--- config.mk ---
export PLATFORM = sky130hd
export DESIGN_NAME = midpoint_circle_points_top_flat
export DESIGN_NICKNAME = d
export VERILOG_FILES = /design/src/hw/rtl/mcp_pkg.sv /design/src/hw/rtl/mcp_in_if.sv /design/src/hw/rtl/mcp_out_if.sv /design/src/hw/rtl/mcp_iter.sv /design/src/hw/rtl/midpoint_circle_points_top.sv /design/src/flat_wrapper.sv
export SDC_FILE = /design/constraint.sdc
export NUM_CORES = 1
export LEC_CHECK = 0
export BUFFER_PORTS_ARGS = -buffer_cell sky130_fd_sc_hd__buf_4
export CAP_MARGIN = 30
export CORE_MARGIN = 2
export CORE_UTILIZATION = 25
export CTS_BUF_LIST = sky130_fd_sc_hd__clkbuf_4
export DETAILED_ROUTE_END_ITERATION = 7
export PLACE_DENSITY_LB_ADDON = 0.12
export SYNTH_ARGS = -nofsm -noshare
export SYNTH_HDL_FRONTEND = slang
export SYNTH_SLANG_ARGS = --single-unit
--- constraint.sdc ---
create_clock -name clk -period 7.3 [get_ports clk]
set_input_delay 1.825 -clock clk [delete_from_list [all_inputs] [get_ports clk]]
set_output_delay 1.825 -clock clk [all_outputs]
set_load 0.01 [all_outputs]
--- src/hw/rtl/mcp_pkg.sv ---
// ----------------------------------------------------------------------------
// mcp_pkg
// Shared types, constants and helpers of the midpoint circle point generator.
// ----------------------------------------------------------------------------
package mcp_pkg;

  localparam int RADIUS_BITS = 10;
  localparam int PT_W        = 11;
  localparam int DEC_W       = RADIUS_BITS + 4;
  localparam int NUM_SYM     = 8;
  localparam int SEL_W       = 3;
  localparam int RADIUS_MAX  = (1 << RADIUS_BITS) - 1;

  // Decision variable constants of the midpoint scheme.
  localparam int DEC_START   = 3;
  localparam int DEC_INC_NEG = 6;
  localparam int DEC_INC_POS = 10;

  // Item modes.
  localparam logic MODE_START = 1'b0;
  localparam logic MODE_NEXT  = 1'b1;

  // The eight symmetric points, in emission order.
  localparam logic [SEL_W-1:0] SYM_PX_PY = 3'd0;
  localparam logic [SEL_W-1:0] SYM_NX_PY = 3'd1;
  localparam logic [SEL_W-1:0] SYM_PX_NY = 3'd2;
  localparam logic [SEL_W-1:0] SYM_NX_NY = 3'd3;
  localparam logic [SEL_W-1:0] SYM_PY_PX = 3'd4;
  localparam logic [SEL_W-1:0] SYM_NY_PX = 3'd5;
  localparam logic [SEL_W-1:0] SYM_PY_NX = 3'd6;
  localparam logic [SEL_W-1:0] SYM_NY_NX = 3'd7;

  typedef struct packed {
    logic                   emit;
    logic [RADIUS_BITS-1:0] x;
    logic [RADIUS_BITS-1:0] y;
    logic [NUM_SYM-1:0]     mask;
    logic                   done;
  } iter_t;

  function automatic logic signed [31:0] cand_x(input logic [SEL_W-1:0] sel,
                                                 input logic [RADIUS_BITS-1:0] x,
                                                 input logic [RADIUS_BITS-1:0] y);
    logic signed [31:0] xi;
    logic signed [31:0] yi;
    logic signed [31:0] r;
    xi = 32'(x);
    yi = 32'(y);
    case (sel)
      SYM_PX_PY: r = xi;
      SYM_NX_PY: r = -xi;
      SYM_PX_NY: r = xi;
      SYM_NX_NY: r = -xi;
      SYM_PY_PX: r = yi;
      SYM_NY_PX: r = -yi;
      SYM_PY_NX: r = yi;
      SYM_NY_NX: r = -yi;
      default:   r = xi;
    endcase
    return r;
  endfunction

  function automatic logic signed [31:0] cand_y(input logic [SEL_W-1:0] sel,
                                                 input logic [RADIUS_BITS-1:0] x,
                                                 input logic [RADIUS_BITS-1:0] y);
    logic signed [31:0] xi;
    logic signed [31:0] yi;
    logic signed [31:0] r;
    xi = 32'(x);
    yi = 32'(y);
    case (sel)
      SYM_PX_PY: r = yi;
      SYM_NX_PY: r = yi;
      SYM_PX_NY: r = -yi;
      SYM_NX_NY: r = -yi;
      SYM_PY_PX: r = xi;
      SYM_NY_PX: r = xi;
      SYM_PY_NX: r = -xi;
      SYM_NY_NX: r = -xi;
      default:   r = yi;
    endcase
    return r;
  endfunction

  // A point is kept only if no earlier point of the same iteration equals it.
  function automatic logic [NUM_SYM-1:0] dedup_mask(input logic [RADIUS_BITS-1:0] x,
                                                     input logic [RADIUS_BITS-1:0] y);
    logic [NUM_SYM-1:0] m;
    logic signed [31:0] xa;
    logic signed [31:0] ya;
    logic signed [31:0] xb;
    logic signed [31:0] yb;
    m = '1;
    for (int i = 1; i < NUM_SYM; i++) begin
      xa = cand_x(SEL_W'(i), x, y);
      ya = cand_y(SEL_W'(i), x, y);
      for (int j = 0; j < i; j++) begin
        xb = cand_x(SEL_W'(j), x, y);
        yb = cand_y(SEL_W'(j), x, y);
        if (xa == xb && ya == yb) begin
          m[i] = 1'b0;
        end
      end
    end
    return m;
  endfunction

endpackage

--- src/hw/rtl/mcp_in_if.sv ---
// ----------------------------------------------------------------------------
// mcp_in_if
// Item channel into the circle point generator: mode and radius.
// ----------------------------------------------------------------------------
interface mcp_in_if import mcp_pkg::*; ();
  logic                   valid;
  logic                   ready;
  logic                   mode;
  logic signed [PT_W-1:0] radius;

  modport source (output valid, output mode, output radius, input ready);
  modport sink   (input valid, input mode, input radius, output ready);
endinterface

--- src/hw/rtl/mcp_out_if.sv ---
// ----------------------------------------------------------------------------
// mcp_out_if
// Point channel out of the circle point generator.
// ----------------------------------------------------------------------------
interface mcp_out_if import mcp_pkg::*; ();
  logic                   valid;
  logic                   ready;
  logic signed [PT_W-1:0] point_x;
  logic signed [PT_W-1:0] point_y;
  logic                   last_of_step;
  logic                   circle_done;

  modport source (output valid, output point_x, output point_y, output last_of_step,
                  output circle_done, input ready);
  modport sink   (input valid, input point_x, input point_y, input last_of_step,
                  input circle_done, output ready);
endinterface

--- src/hw/rtl/mcp_iter.sv ---
// ----------------------------------------------------------------------------
// mcp_iter
// Circle state and one midpoint iteration: works out the points of the
// iteration for the offered item and advances the state when it is taken.
// ----------------------------------------------------------------------------
module mcp_iter import mcp_pkg::*; (
  input  logic                   clk,
  input  logic                   rst,
  input  logic                   accept,
  input  logic                   mode,
  input  logic signed [PT_W-1:0] radius,
  output iter_t                  iter
);

  logic [RADIUS_BITS-1:0]  step_x;
  logic [RADIUS_BITS-1:0]  step_y;
  logic signed [DEC_W-1:0] decision;
  logic                    active;

  logic [RADIUS_BITS-1:0]  step_x_next;
  logic [RADIUS_BITS-1:0]  step_y_next;
  logic signed [DEC_W-1:0] decision_next;

  logic [PT_W-2:0]         raw;
  logic [RADIUS_BITS-1:0]  r;
  logic [RADIUS_BITS-1:0]  x_src;
  logic [RADIUS_BITS-1:0]  y_src;
  logic signed [31:0]      xi;
  logic signed [31:0]      yi;
  logic signed [31:0]      di;
  logic signed [31:0]      dn;
  logic signed [31:0]      xn;
  logic signed [31:0]      yn;
  logic                    start;

  always_comb begin
    start = (mode == MODE_START);
    raw   = radius[PT_W-2:0];
    if (radius[PT_W-1]) begin
      r = '0;
    end else if (32'(raw) > RADIUS_MAX) begin
      r = RADIUS_MAX[RADIUS_BITS-1:0];
    end else begin
      r = RADIUS_BITS'(raw);
    end

    x_src = start ? '0 : step_x;
    y_src = start ? r  : step_y;
    xi    = 32'(x_src);
    yi    = 32'(y_src);
    di    = start ? (DEC_START - 2 * 32'(r)) : 32'(decision);

    if (di < 0) begin
      dn = di + 4 * xi + DEC_INC_NEG;
      yn = yi;
    end else begin
      dn = di + 4 * (xi - yi) + DEC_INC_POS;
      yn = yi - 1;
    end
    xn = xi + 1;

    step_x_next   = xn[RADIUS_BITS-1:0];
    step_y_next   = (yn < 0) ? '0 : yn[RADIUS_BITS-1:0];
    decision_next = dn[DEC_W-1:0];

    iter.emit = start || active;
    iter.x    = x_src;
    iter.y    = y_src;
    iter.mask = dedup_mask(x_src, y_src);
    iter.done = (xn > yn);
  end

  always_ff @(posedge clk) begin
    if (rst) begin
      step_x   <= '0;
      step_y   <= '0;
      decision <= '0;
      active   <= 1'b0;
    end else if (accept && iter.emit) begin
      step_x   <= step_x_next;
      step_y   <= step_y_next;
      decision <= decision_next;
      active   <= !iter.done;
    end
  end

endmodule

--- src/hw/rtl/midpoint_circle_points_top.sv ---
// ----------------------------------------------------------------------------
// midpoint_circle_points_top
// Midpoint circle border generator: one iteration per item, up to eight
// symmetric points per iteration, duplicates within an iteration dropped.
//
//   channel  dir  payload                                          role
//   items    in   mode, radius                                     start / next
//   points   out  point_x, point_y, last_of_step, circle_done      border points
//
// An accepted item is worked out in the cycle it is taken and held in the
// iteration register; its points (one to eight) then leave one per cycle
// through the output register while points are not stalled.
// A new item is taken in the same cycle as the last point of the previous one.
// A next item with no circle in progress gives no points.
// Reset clears the circle state and both valid flags; stalls on points hold
// the output register and, through it, the item channel.
// ----------------------------------------------------------------------------
module midpoint_circle_points_top import mcp_pkg::*; (
  input  logic      clk,
  input  logic      rst,
  mcp_in_if.sink    items,
  mcp_out_if.source points
);

  iter_t                  iter;
  logic                   accept;

  logic                   cur_valid;
  logic [RADIUS_BITS-1:0] cur_x;
  logic [RADIUS_BITS-1:0] cur_y;
  logic [NUM_SYM-1:0]     cur_mask;
  logic                   cur_done;

  logic                   out_load;
  logic                   cur_fire;
  logic                   cur_last;
  logic [SEL_W-1:0]       sel;
  logic [NUM_SYM-1:0]     sel_hot;
  logic [NUM_SYM-1:0]     mask_left;
  logic signed [31:0]     px;
  logic signed [31:0]     py;

  mcp_iter u_iter (
    .clk    (clk),
    .rst    (rst),
    .accept (accept),
    .mode   (items.mode),
    .radius (items.radius),
    .iter   (iter)
  );

  // Lowest remaining point of the held iteration goes out next.
  always_comb begin
    sel     = '0;
    sel_hot = '0;
    for (int i = NUM_SYM - 1; i >= 0; i--) begin
      if (cur_mask[i]) begin
        sel     = SEL_W'(i);
        sel_hot = NUM_SYM'(1) << i;
      end
    end
    mask_left = cur_mask & ~sel_hot;
    px        = cand_x(sel, cur_x, cur_y);
    py        = cand_y(sel, cur_x, cur_y);
  end

  assign out_load     = !points.valid || points.ready;
  assign cur_fire     = out_load && cur_valid;
  assign cur_last     = cur_fire && (mask_left == '0);
  assign items.ready  = !cur_valid || cur_last;
  assign accept       = items.valid && items.ready;

  always_ff @(posedge clk) begin
    if (rst) begin
      cur_valid <= 1'b0;
    end else if (accept && iter.emit) begin
      cur_valid <= 1'b1;
    end else if (cur_last) begin
      cur_valid <= 1'b0;
    end
  end

  always_ff @(posedge clk) begin
    if (accept && iter.emit) begin
      cur_x    <= iter.x;
      cur_y    <= iter.y;
      cur_mask <= iter.mask;
      cur_done <= iter.done;
    end else if (cur_fire) begin
      cur_mask <= mask_left;
    end
  end

  always_ff @(posedge clk) begin
    if (rst) begin
      points.valid <= 1'b0;
    end else if (out_load) begin
      points.valid <= cur_valid;
    end
  end

  always_ff @(posedge clk) begin
    if (cur_fire) begin
      points.point_x      <= px[PT_W-1:0];
      points.point_y      <= py[PT_W-1:0];
      points.last_of_step <= (mask_left == '0);
      points.circle_done  <= cur_done;
    end
  end

endmodule
--- src/flat_wrapper.sv ---
// flat-port wrapper written by rule: the top's interface ports become plain ports
module midpoint_circle_points_top_flat import mcp_pkg::*;
  (clk, rst, items_valid, items_mode, items_radius, items_ready, points_valid, points_point_x, points_point_y, points_last_of_step, points_circle_done, points_ready);
  mcp_in_if items_i ();
  mcp_out_if points_i ();
  input  logic clk;
  input  logic rst;
  input wire logic [$bits(items_i.valid)-1:0] items_valid;
  input wire logic [$bits(items_i.mode)-1:0] items_mode;
  input wire logic [$bits(items_i.radius)-1:0] items_radius;
  output wire logic [$bits(items_i.ready)-1:0] items_ready;
  output wire logic [$bits(points_i.valid)-1:0] points_valid;
  output wire logic [$bits(points_i.point_x)-1:0] points_point_x;
  output wire logic [$bits(points_i.point_y)-1:0] points_point_y;
  output wire logic [$bits(points_i.last_of_step)-1:0] points_last_of_step;
  output wire logic [$bits(points_i.circle_done)-1:0] points_circle_done;
  input wire logic [$bits(points_i.ready)-1:0] points_ready;
  assign items_i.valid = items_valid;
  assign items_i.mode = items_mode;
  assign items_i.radius = items_radius;
  assign items_ready = items_i.ready;
  assign points_valid = points_i.valid;
  assign points_point_x = points_i.point_x;
  assign points_point_y = points_i.point_y;
  assign points_last_of_step = points_i.last_of_step;
  assign points_circle_done = points_i.circle_done;
  assign points_i.ready = points_ready;
  midpoint_circle_points_top u_core (.clk(clk), .rst(rst), .items(items_i), .points(points_i));
endmodule
==> key figures, run 1 <==
Floorplanning
  – Die Width: 180.3 microns
  – FP Rows: 64
  – CORE AREA: 30590 sq um
  – I/O pin cnt: 42
  – Die Height: 180.3 microns
  – Initial Util: 25.39%
  – Die Area: 32490 sq um

Critical path
  – Critical setup path kind: in2reg
  – Max FO, Critical Path: 33
  – Worst EP required: 7760 ps
  – Worst EP arrival: 6000 ps
  – Crit path capture type: flop
  – Startpoint Class: primary input

Logic synthesis
  – Synth warnings: 0
  – EDFF count, synth: 52
  – Synthesized cell area: 7766 sq um
  – FF+latch count, synth: 89
  – Async SR Flop Fraction: 0%
  – Distinct cells, synth: 80
  – Sequential element share of the synthesized area: 29.64%
  – Ys flop type: edfxtp_1
  – Cells after synthesis: 934
  – Avg Cell Area, Syn: 8.315 sq um
  – Syn_nets: 1023

Final layout
  – Fraction of layout cells with a size suffix above 1: 9.479%
  – Fillers: 3348
  – Most common cell after layout, fill and taps aside: nand2_1
  – P&R area growth vs syn: 10.92%
  – Nets: 1044
  – Most frequent cells in the layout: nand2_1, nor2_1, a21oi_1, ha_1, xnor2_1

Power and ir drop
  – Max IR drop VDD: 0.07029 mV
  – Seq pwr share: 36.3%
  – Total power draw: 1.787 mW
  – Power per cell area: 207.4 nW/um^2
  – Clock power share: 15.9%
  – Leak: 3.467 nW
  – Pint: 1.036 mW
  – Switching Share: 41.99%
  – Net switching component of the power: 750.3 uW
  – Logic pwr share: 47.8%

Global route
  – Total GRT Usage: 15.30%
  – First-pass GRT wire length: 39120 microns
  – Pin count of the biggest net entering global routing: 52
  – Total gr overflow: 0
  – Antenna violations before repair: 1
  – Vias in the first global route: 6710

STA
  – Slew HR: 39.63%
  – Max Fclk: 180.5 MHz
  – Slew @ Worst Pin: 897.3 ps
  – Final Hold Fails: 0
  – Unrepaired setup endpoints after global routing: false
  – Max-slew violations: 0
  – Clock skew: 52.27 ps
  – Period minus WS final: 5541 ps
  – Final period util: 75.90%
  – Fin Setup TNS: 0 ps
  – Final setup vio count: 0

Detailed routing
  – Residual DRC: 0
  – Via count: 6715
  – Total Wirelength: 24780 microns
  – Number of routed nets with antenna violations: 0
  – Vias per cell: 4.948
  – Routed wire per std cell: 18.26 microns
  – Initial DRC Count: 441
  – 1st-pass router iterations: 5

Placed design
  – Routability cong.: 0.8197
  – HPWL Detailed: 19300 microns
  – Port bufs: 41

Clock network
  – Root Driver: clkbuf_4
  – Clock Sinks: 89
  – Clk_lat worst skew: 520 ps
  – Clk pin slew, worst setup/hold paths: 210 ps
  – Deepest clock path buffer count: 2
  – Post-CTS Setup Bufs: 0
  – CTS tree: built
  – CTS Buf Count: 9
  – Hold-fix buffers at CTS: 0
  – H-tree lvl count: 3
  – Post-CTS sizing: 0

Min path
  – HP Class: reg2reg

Status
  – Outcome: complete, no violations

Job
  – Max-cap viol count: 0
path summary, 6_finish.rpt:
kind                              from                    endpoint  slack [ps]  cells after the start
min reg2reg  u_core.u_iter.decision[7]   u_core.u_iter.decision[7]         480                      2
max reg2reg    u_core.u_iter.step_x[0]  u_core.u_iter.decision[11]        3170                     21
max                         items_mode  u_core.u_iter.decision[11]        1760                     21
min          u_core.u_iter.decision[7]   u_core.u_iter.decision[7]         480                      2
registers in the layout, summed over array words and instances, names as in the netlist:
register	flops
u_core.u_iter.active	1
u_core.points.valid	1
u_core.cur_x	10
u_core.u_iter.step_y	10
u_core.points.point_x	11
u_core.points.last_of_step	1
u_core.u_iter.decision	13
u_core.points.point_y	11
u_core.cur_mask	8
u_core.points.circle_done	1
u_core.cur_valid	1
u_core.cur_done	1
u_core.u_iter.step_x	10
u_core.cur_y	10
layer usage:
metal	routed length, microns	share of wire [%]	track usage (%)	vias to the layer above
met5	0	0	0	-
met4	521	2.1	4.161	0
met3	766	3.1	2.203	23
met2	11890	48	26.05	119
met1	11590	47	20.20	3158
li1	-	-	-	3415
cells in the mapped netlist, types with 3 or more instances:
cell type | instances | share of area [%]
nand2_1 | 89 | 4.3
nor2_1 | 81 | 3.9
a21oi_1 | 73 | 4.7
ha_1 | 71 | 11
xnor2_1 | 66 | 7.4
edfxtp_1 | 52 | 20
inv_1 | 46 | 2.2
nor3_1 | 41 | 2.6
o21ai_0 | 41 | 2.6
dfxtp_1 | 37 | 9.5
xor2_1 | 33 | 3.7
nand3_1 | 31 | 2.0
clkbuf_1 | 27 | 1.3
or3_1 | 23 | 1.9
a211oi_1 | 16 | 1.5
nand2b_1 | 13 | 1.0
o21ai_1 | 13 | 0.84
a21o_1 | 11 | 1.1
nand4_1 | 10 | 0.81
and3_1 | 9 | 0.72
o21a_1 | 9 | 0.87
nor3b_1 | 8 | 0.77
o31ai_1 | 8 | 0.77
a31oi_1 | 7 | 0.56
and2_1 | 7 | 0.56
o211ai_1 | 7 | 0.68
nor2b_1 | 6 | 0.48
buf_2 | 5 | 0.32
or2_2 | 5 | 0.40
buf_4 | 4 | 0.39
mux2_2 | 4 | 0.58
mux2i_1 | 4 | 0.52
nand3b_1 | 4 | 0.39
nor4_1 | 4 | 0.32
o41ai_1 | 4 | 0.45
or4_1 | 4 | 0.39
a2bb2oi_1 | 3 | 0.34
buf_1 | 3 | 0.14
nor4_2 | 3 | 0.48
power by group through the flow:
| stage | registers (mW) | clock network, mW | logic [mW] |
|---|---|---|---|
| 2_1_floorplan | 0.646 | 0 | 0.640 |
| 3_3_place_gp | 0.661 | 0 | 0.863 |
| 3_5_place_dp | 0.661 | 0 | 0.857 |
| 4_1_cts | 0.649 | 0.305 | 0.863 |
| 5_1_grt | 0.658 | 0.319 | 0.961 |
| 6_report | 0.649 | 0.284 | 0.854 |
area by class of cell:
type | count | area, sq um | share of cell area [%]
sequential | 89 | 2302 | 26.72
clock buffer | 9 | 67.56 | 0.7843
tap | 396 | 495.5 | 5.752
multi-input combinational | 755 | 5106 | 59.27
antenna | 1 | 2.502 | 0.02905
clock inverter | 7 | 61.31 | 0.7117
timing repair buffer | 51 | 395.4 | 4.590
inverter | 49 | 183.9 | 2.135
critical path, stage by stage:
cell and delay [ps]:
buf_4 300, nor3b_1 160, a21oi_1 480, ha_1 400, and2_1 190, o311ai_1 90, a21boi_0 200, o21ai_0 180
nand2b_1 100, a21o_1 180, a21oi_1 170, xnor2_1 140, ha_1 250, ha_1 350, and3_1 160, a21oi_1 170
nand2_1 70, nor2_1 110, xnor2_1 140, a211oi_1 90, a211oi_1 220
cell families (layout without fill, tap and decap cells):
group | Yosys count | count (layout) | share of synthesized area (%)
XOR/XNOR | 101 | 101 | 11.74
buffers and inverters | 90 | 116 | 4.817
other | 0 | 1 | 0
adder cells (fa/ha/maj) | 74 | 74 | 12.08
flip-flops | 89 | 89 | 29.64
AND/OR/NAND/NOR | 345 | 345 | 21.85
AO/OA/AOI/OAI | 226 | 226 | 18.48
multiplexers | 9 | 9 | 1.385
stage by stage:
step           hold WS (ps)  setup slack (ps)  util, %  area (sq um)  cells
6_report              477.7              1759    28.16          8615   1357
5_1_grt               512.2              1474    28.16          8615   1357
4_1_cts               481.4              1852    28.15          8612   1356
3_5_place_dp          455.3              1253    27.73          8483   1340
3_3_place_gp          453.8              1233    27.67          8463   1339
2_1_floorplan         400.3              1322        -          7766    934
(Power assumes the default switching activity.)
==> run 2, diff against run 1 <==
==> constraint.sdc (replaced) <==
create_clock -name clk -period 5.7 [get_ports clk]
set_input_delay 1.425 -clock clk [delete_from_list [all_inputs] [get_ports clk]]
set_output_delay 1.425 -clock clk [all_outputs]
set_load 0.01 [all_outputs]
==> key figures, run 2 (synthesized netlist as in run 1, its figures left out) <==
Critical path
  – R2R depth: 19 (-9.5%)
  – Crit path capture type: flop
  – Startpoint Class: primary input
  – Crit-path slowest cell: o41ai_1
  – Worst EP required: 6130 ps (-1630 ps)
  – Worst EP arrival: 5370 ps (-630 ps)
  – Critical setup path kind: in2reg
  – Max FO, Critical Path: 26 (-21%)
  – FF-to-FF Start: u_core.u_iter.step_x[1]
  – CP Cell Sequence: buf_4 -> buf_4 -> a21o_1 -> inv_1 -> ha_1 -> nand2_1 -> o21ai_1 -> xor2_1 -> ha_1 -> ha_1 -> nand3_1 -> o211ai_1 -> o41ai_1 -> o21ai_0 -> xor2_1 -> mux2i_1 -> a211oi_1
  – Max incr delay on CP: 490 ps (about the same)
  – R2R Setup Slk: 1550 ps (-1620 ps)
  – Family with the most delay on the worst path: compound AO/OA/AOI/OAI gates
  – Most used cell, CP: ha_1
  – Worst path bufs/invs: 3 (+2)
  – Reg2reg end: u_core.u_iter.decision[11]

STA
  – Slew @ Worst Pin: 807.2 ps (-90.16 ps)
  – Final Hold Fails: 0 (unchanged)
  – Final setup vio count: 0 (unchanged)
  – Crit path setup slack, layout: 755.3 ps (-1004 ps)
  – Hold WS: 408.1 ps (-69.60 ps)
  – Period minus WS final: 4945 ps
  – Unrepaired setup endpoints after global routing: false
  – Max Fclk: 202.2 MHz
  – Fin Setup TNS: 0 ps (unchanged)
  – Slew HR: 45.73% (+6.1 points)
  – Max-slew violations: 0 (unchanged)
  – Final period util: 86.75%
  – Clock skew: 50.62 ps (-1.651 ps)

Clock network
  – Clk pin slew, worst setup/hold paths: 190 ps (-20 ps)
  – CTS Buf Count: 9 (unchanged)
  – Clk_lat worst skew: 490 ps (-30 ps)
  – Deepest clock path buffer count: 2 (unchanged)
  – Clock Sinks: 89 (unchanged)
  – CTS tree: built
  – Post-CTS Setup Bufs: 0 (unchanged)
  – Hold-fix buffers at CTS: 0 (unchanged)
  – Post-CTS sizing: 0 (unchanged)
  – Root Driver: clkbuf_4
  – H-tree lvl count: 3 (unchanged)

Min path
  – HP Start: u_core.cur_done
  – HP Class: reg2reg
  – Hold Path Stages: 0 (-2)
  – WHS Endpoint: u_core.points.circle_done

Final layout
  – Final std cells w/o fill: 1374 (+1.3%)
  – P&R area growth vs syn: 12.97%
  – Max reg flops: 13 (unchanged)
  – Largest regs: u_core.u_iter.decision: 13 flops, u_core.points.point_x: 11 flops, u_core.points.point_y: 11 flops
  – Most common cell after layout, fill and taps aside: nand2_1
  – Nets: 1061 (+1.6%)
  – Top reg by flops: u_core.u_iter.decision
  – Most frequent cells in the layout: nand2_1, nor2_1, a21oi_1, ha_1
  – Fraction of layout cells with a size suffix above 1: 11.05% (+1.6 points)

Global route
  – First-pass GRT wire length: 39360 microns (+0.63%)
  – Total GRT Usage: 15.53% (+0.23 points)
  – Pin count of the biggest net entering global routing: 43 (-17%)
  – Total gr overflow: 0 (unchanged)
  – Antenna violations before repair: 1 (unchanged)
  – Vias in the first global route: 6644 (-0.98%)

Detailed routing
  – Via count: 6788 (+1.1%)
  – Vias per cell: 4.940 (-0.16%)
  – Residual DRC: 0 (unchanged)
  – Number of routed nets with antenna violations: 0 (unchanged)
  – Routed wire per std cell: 18.49 microns (+1.3%)
  – Initial DRC Count: 438 (-0.68%)
  – 1st-pass router iterations: 5 (unchanged)
  – Total Wirelength: 25410 microns (+2.5%)

Floorplanning
  – Initial Util: 25.39% (unchanged)
  – I/O pin cnt: 42 (unchanged)
  – Die Area: 32490 sq um (unchanged)
  – FP Rows: 64 (unchanged)
  – CORE AREA: 30590 sq um (unchanged)
  – Die Height: 180.3 microns (unchanged)
  – Die Width: 180.3 microns (unchanged)

Power and ir drop
  – Leak: 3.567 nW (+2.9%)
  – Power per cell area: 267.3 nW/um^2 (+29%)
  – Max IR drop VDD: 0.1078 mV (+53%)

Placed design
  – Placed cells: 1357 (+1.3%)
  – HPWL Detailed: 20090 microns (+4.1%)
  – Port bufs: 41 (unchanged)
  – Routability cong.: 0.8577 (+4.6%)
  – Setup slack at placement: 235.1 ps (-1018 ps)

Job
  – Max-cap viol count: 0 (unchanged)

Status
  – Outcome: complete, no violations
## run 2: cell count changes in the layout (fill, tap and decap cells not counted)
cell       change
clkinv_2       +1
inv_6          -1
bufinv_16      +1
clkbuf_4       +1
inv_4          -1
buf_16         +1
buf_4         +16
clkinv_8       -1
## run 2: worst max path at each step
stage,startpoint,to,slack (ps),cells after the start
finish,items_mode,u_core.u_iter.decision[12],760,17
global route,items_mode,u_core.u_iter.decision[12],430,17
CTS,items_mode,u_core.u_iter.decision[12],800,17
detailed placement,items_mode,u_core.u_iter.decision[12],240,17
global placement,items_mode,u_core.u_iter.decision[12],330,17
floorplan,items_mode,u_core.u_iter.decision[11],120,24
## run 2: metal layers
metal / vias to the layer above / routed length, microns / global-route usage (%)
li1: 3448 / - / -
met1: 3188 / 12090 / 20.75
met2: 129 / 11950 / 26.14
met3: 23 / 935 / 2.506
met4: 0 / 433 / 3.774
met5: - / 0 / 0
## run 2: cell type report
class | instances | area [sq um]
fillers | 3364 | 21820
multi-input cells | 755 | 5106
flip-flops and latches | 89 | 2302
repair buffers | 68 | 543.0
well taps | 396 | 495.5
inverters | 49 | 183.9
clock buffers | 10 | 75.07
clock inverters | 6 | 65.06
diodes | 1 | 2.502
## run 2: stage by stage
step           util, %  power [mW]  area, sq um
2_1_floorplan        -       1.647         7766
3_3_place_gp     28.06       1.969         8583
3_5_place_dp     28.22       1.965         8631
4_1_cts          28.67       2.379         8771
5_1_grt          28.68       2.542         8773
6_report         28.68       2.345         8773
## run 2: power breakdown
group          internal (mW)  switching [mW]  total (mW)
Sequential             0.766          0.0648       0.831
Combinational          0.476           0.638        1.11
Clock                  0.141           0.260       0.400
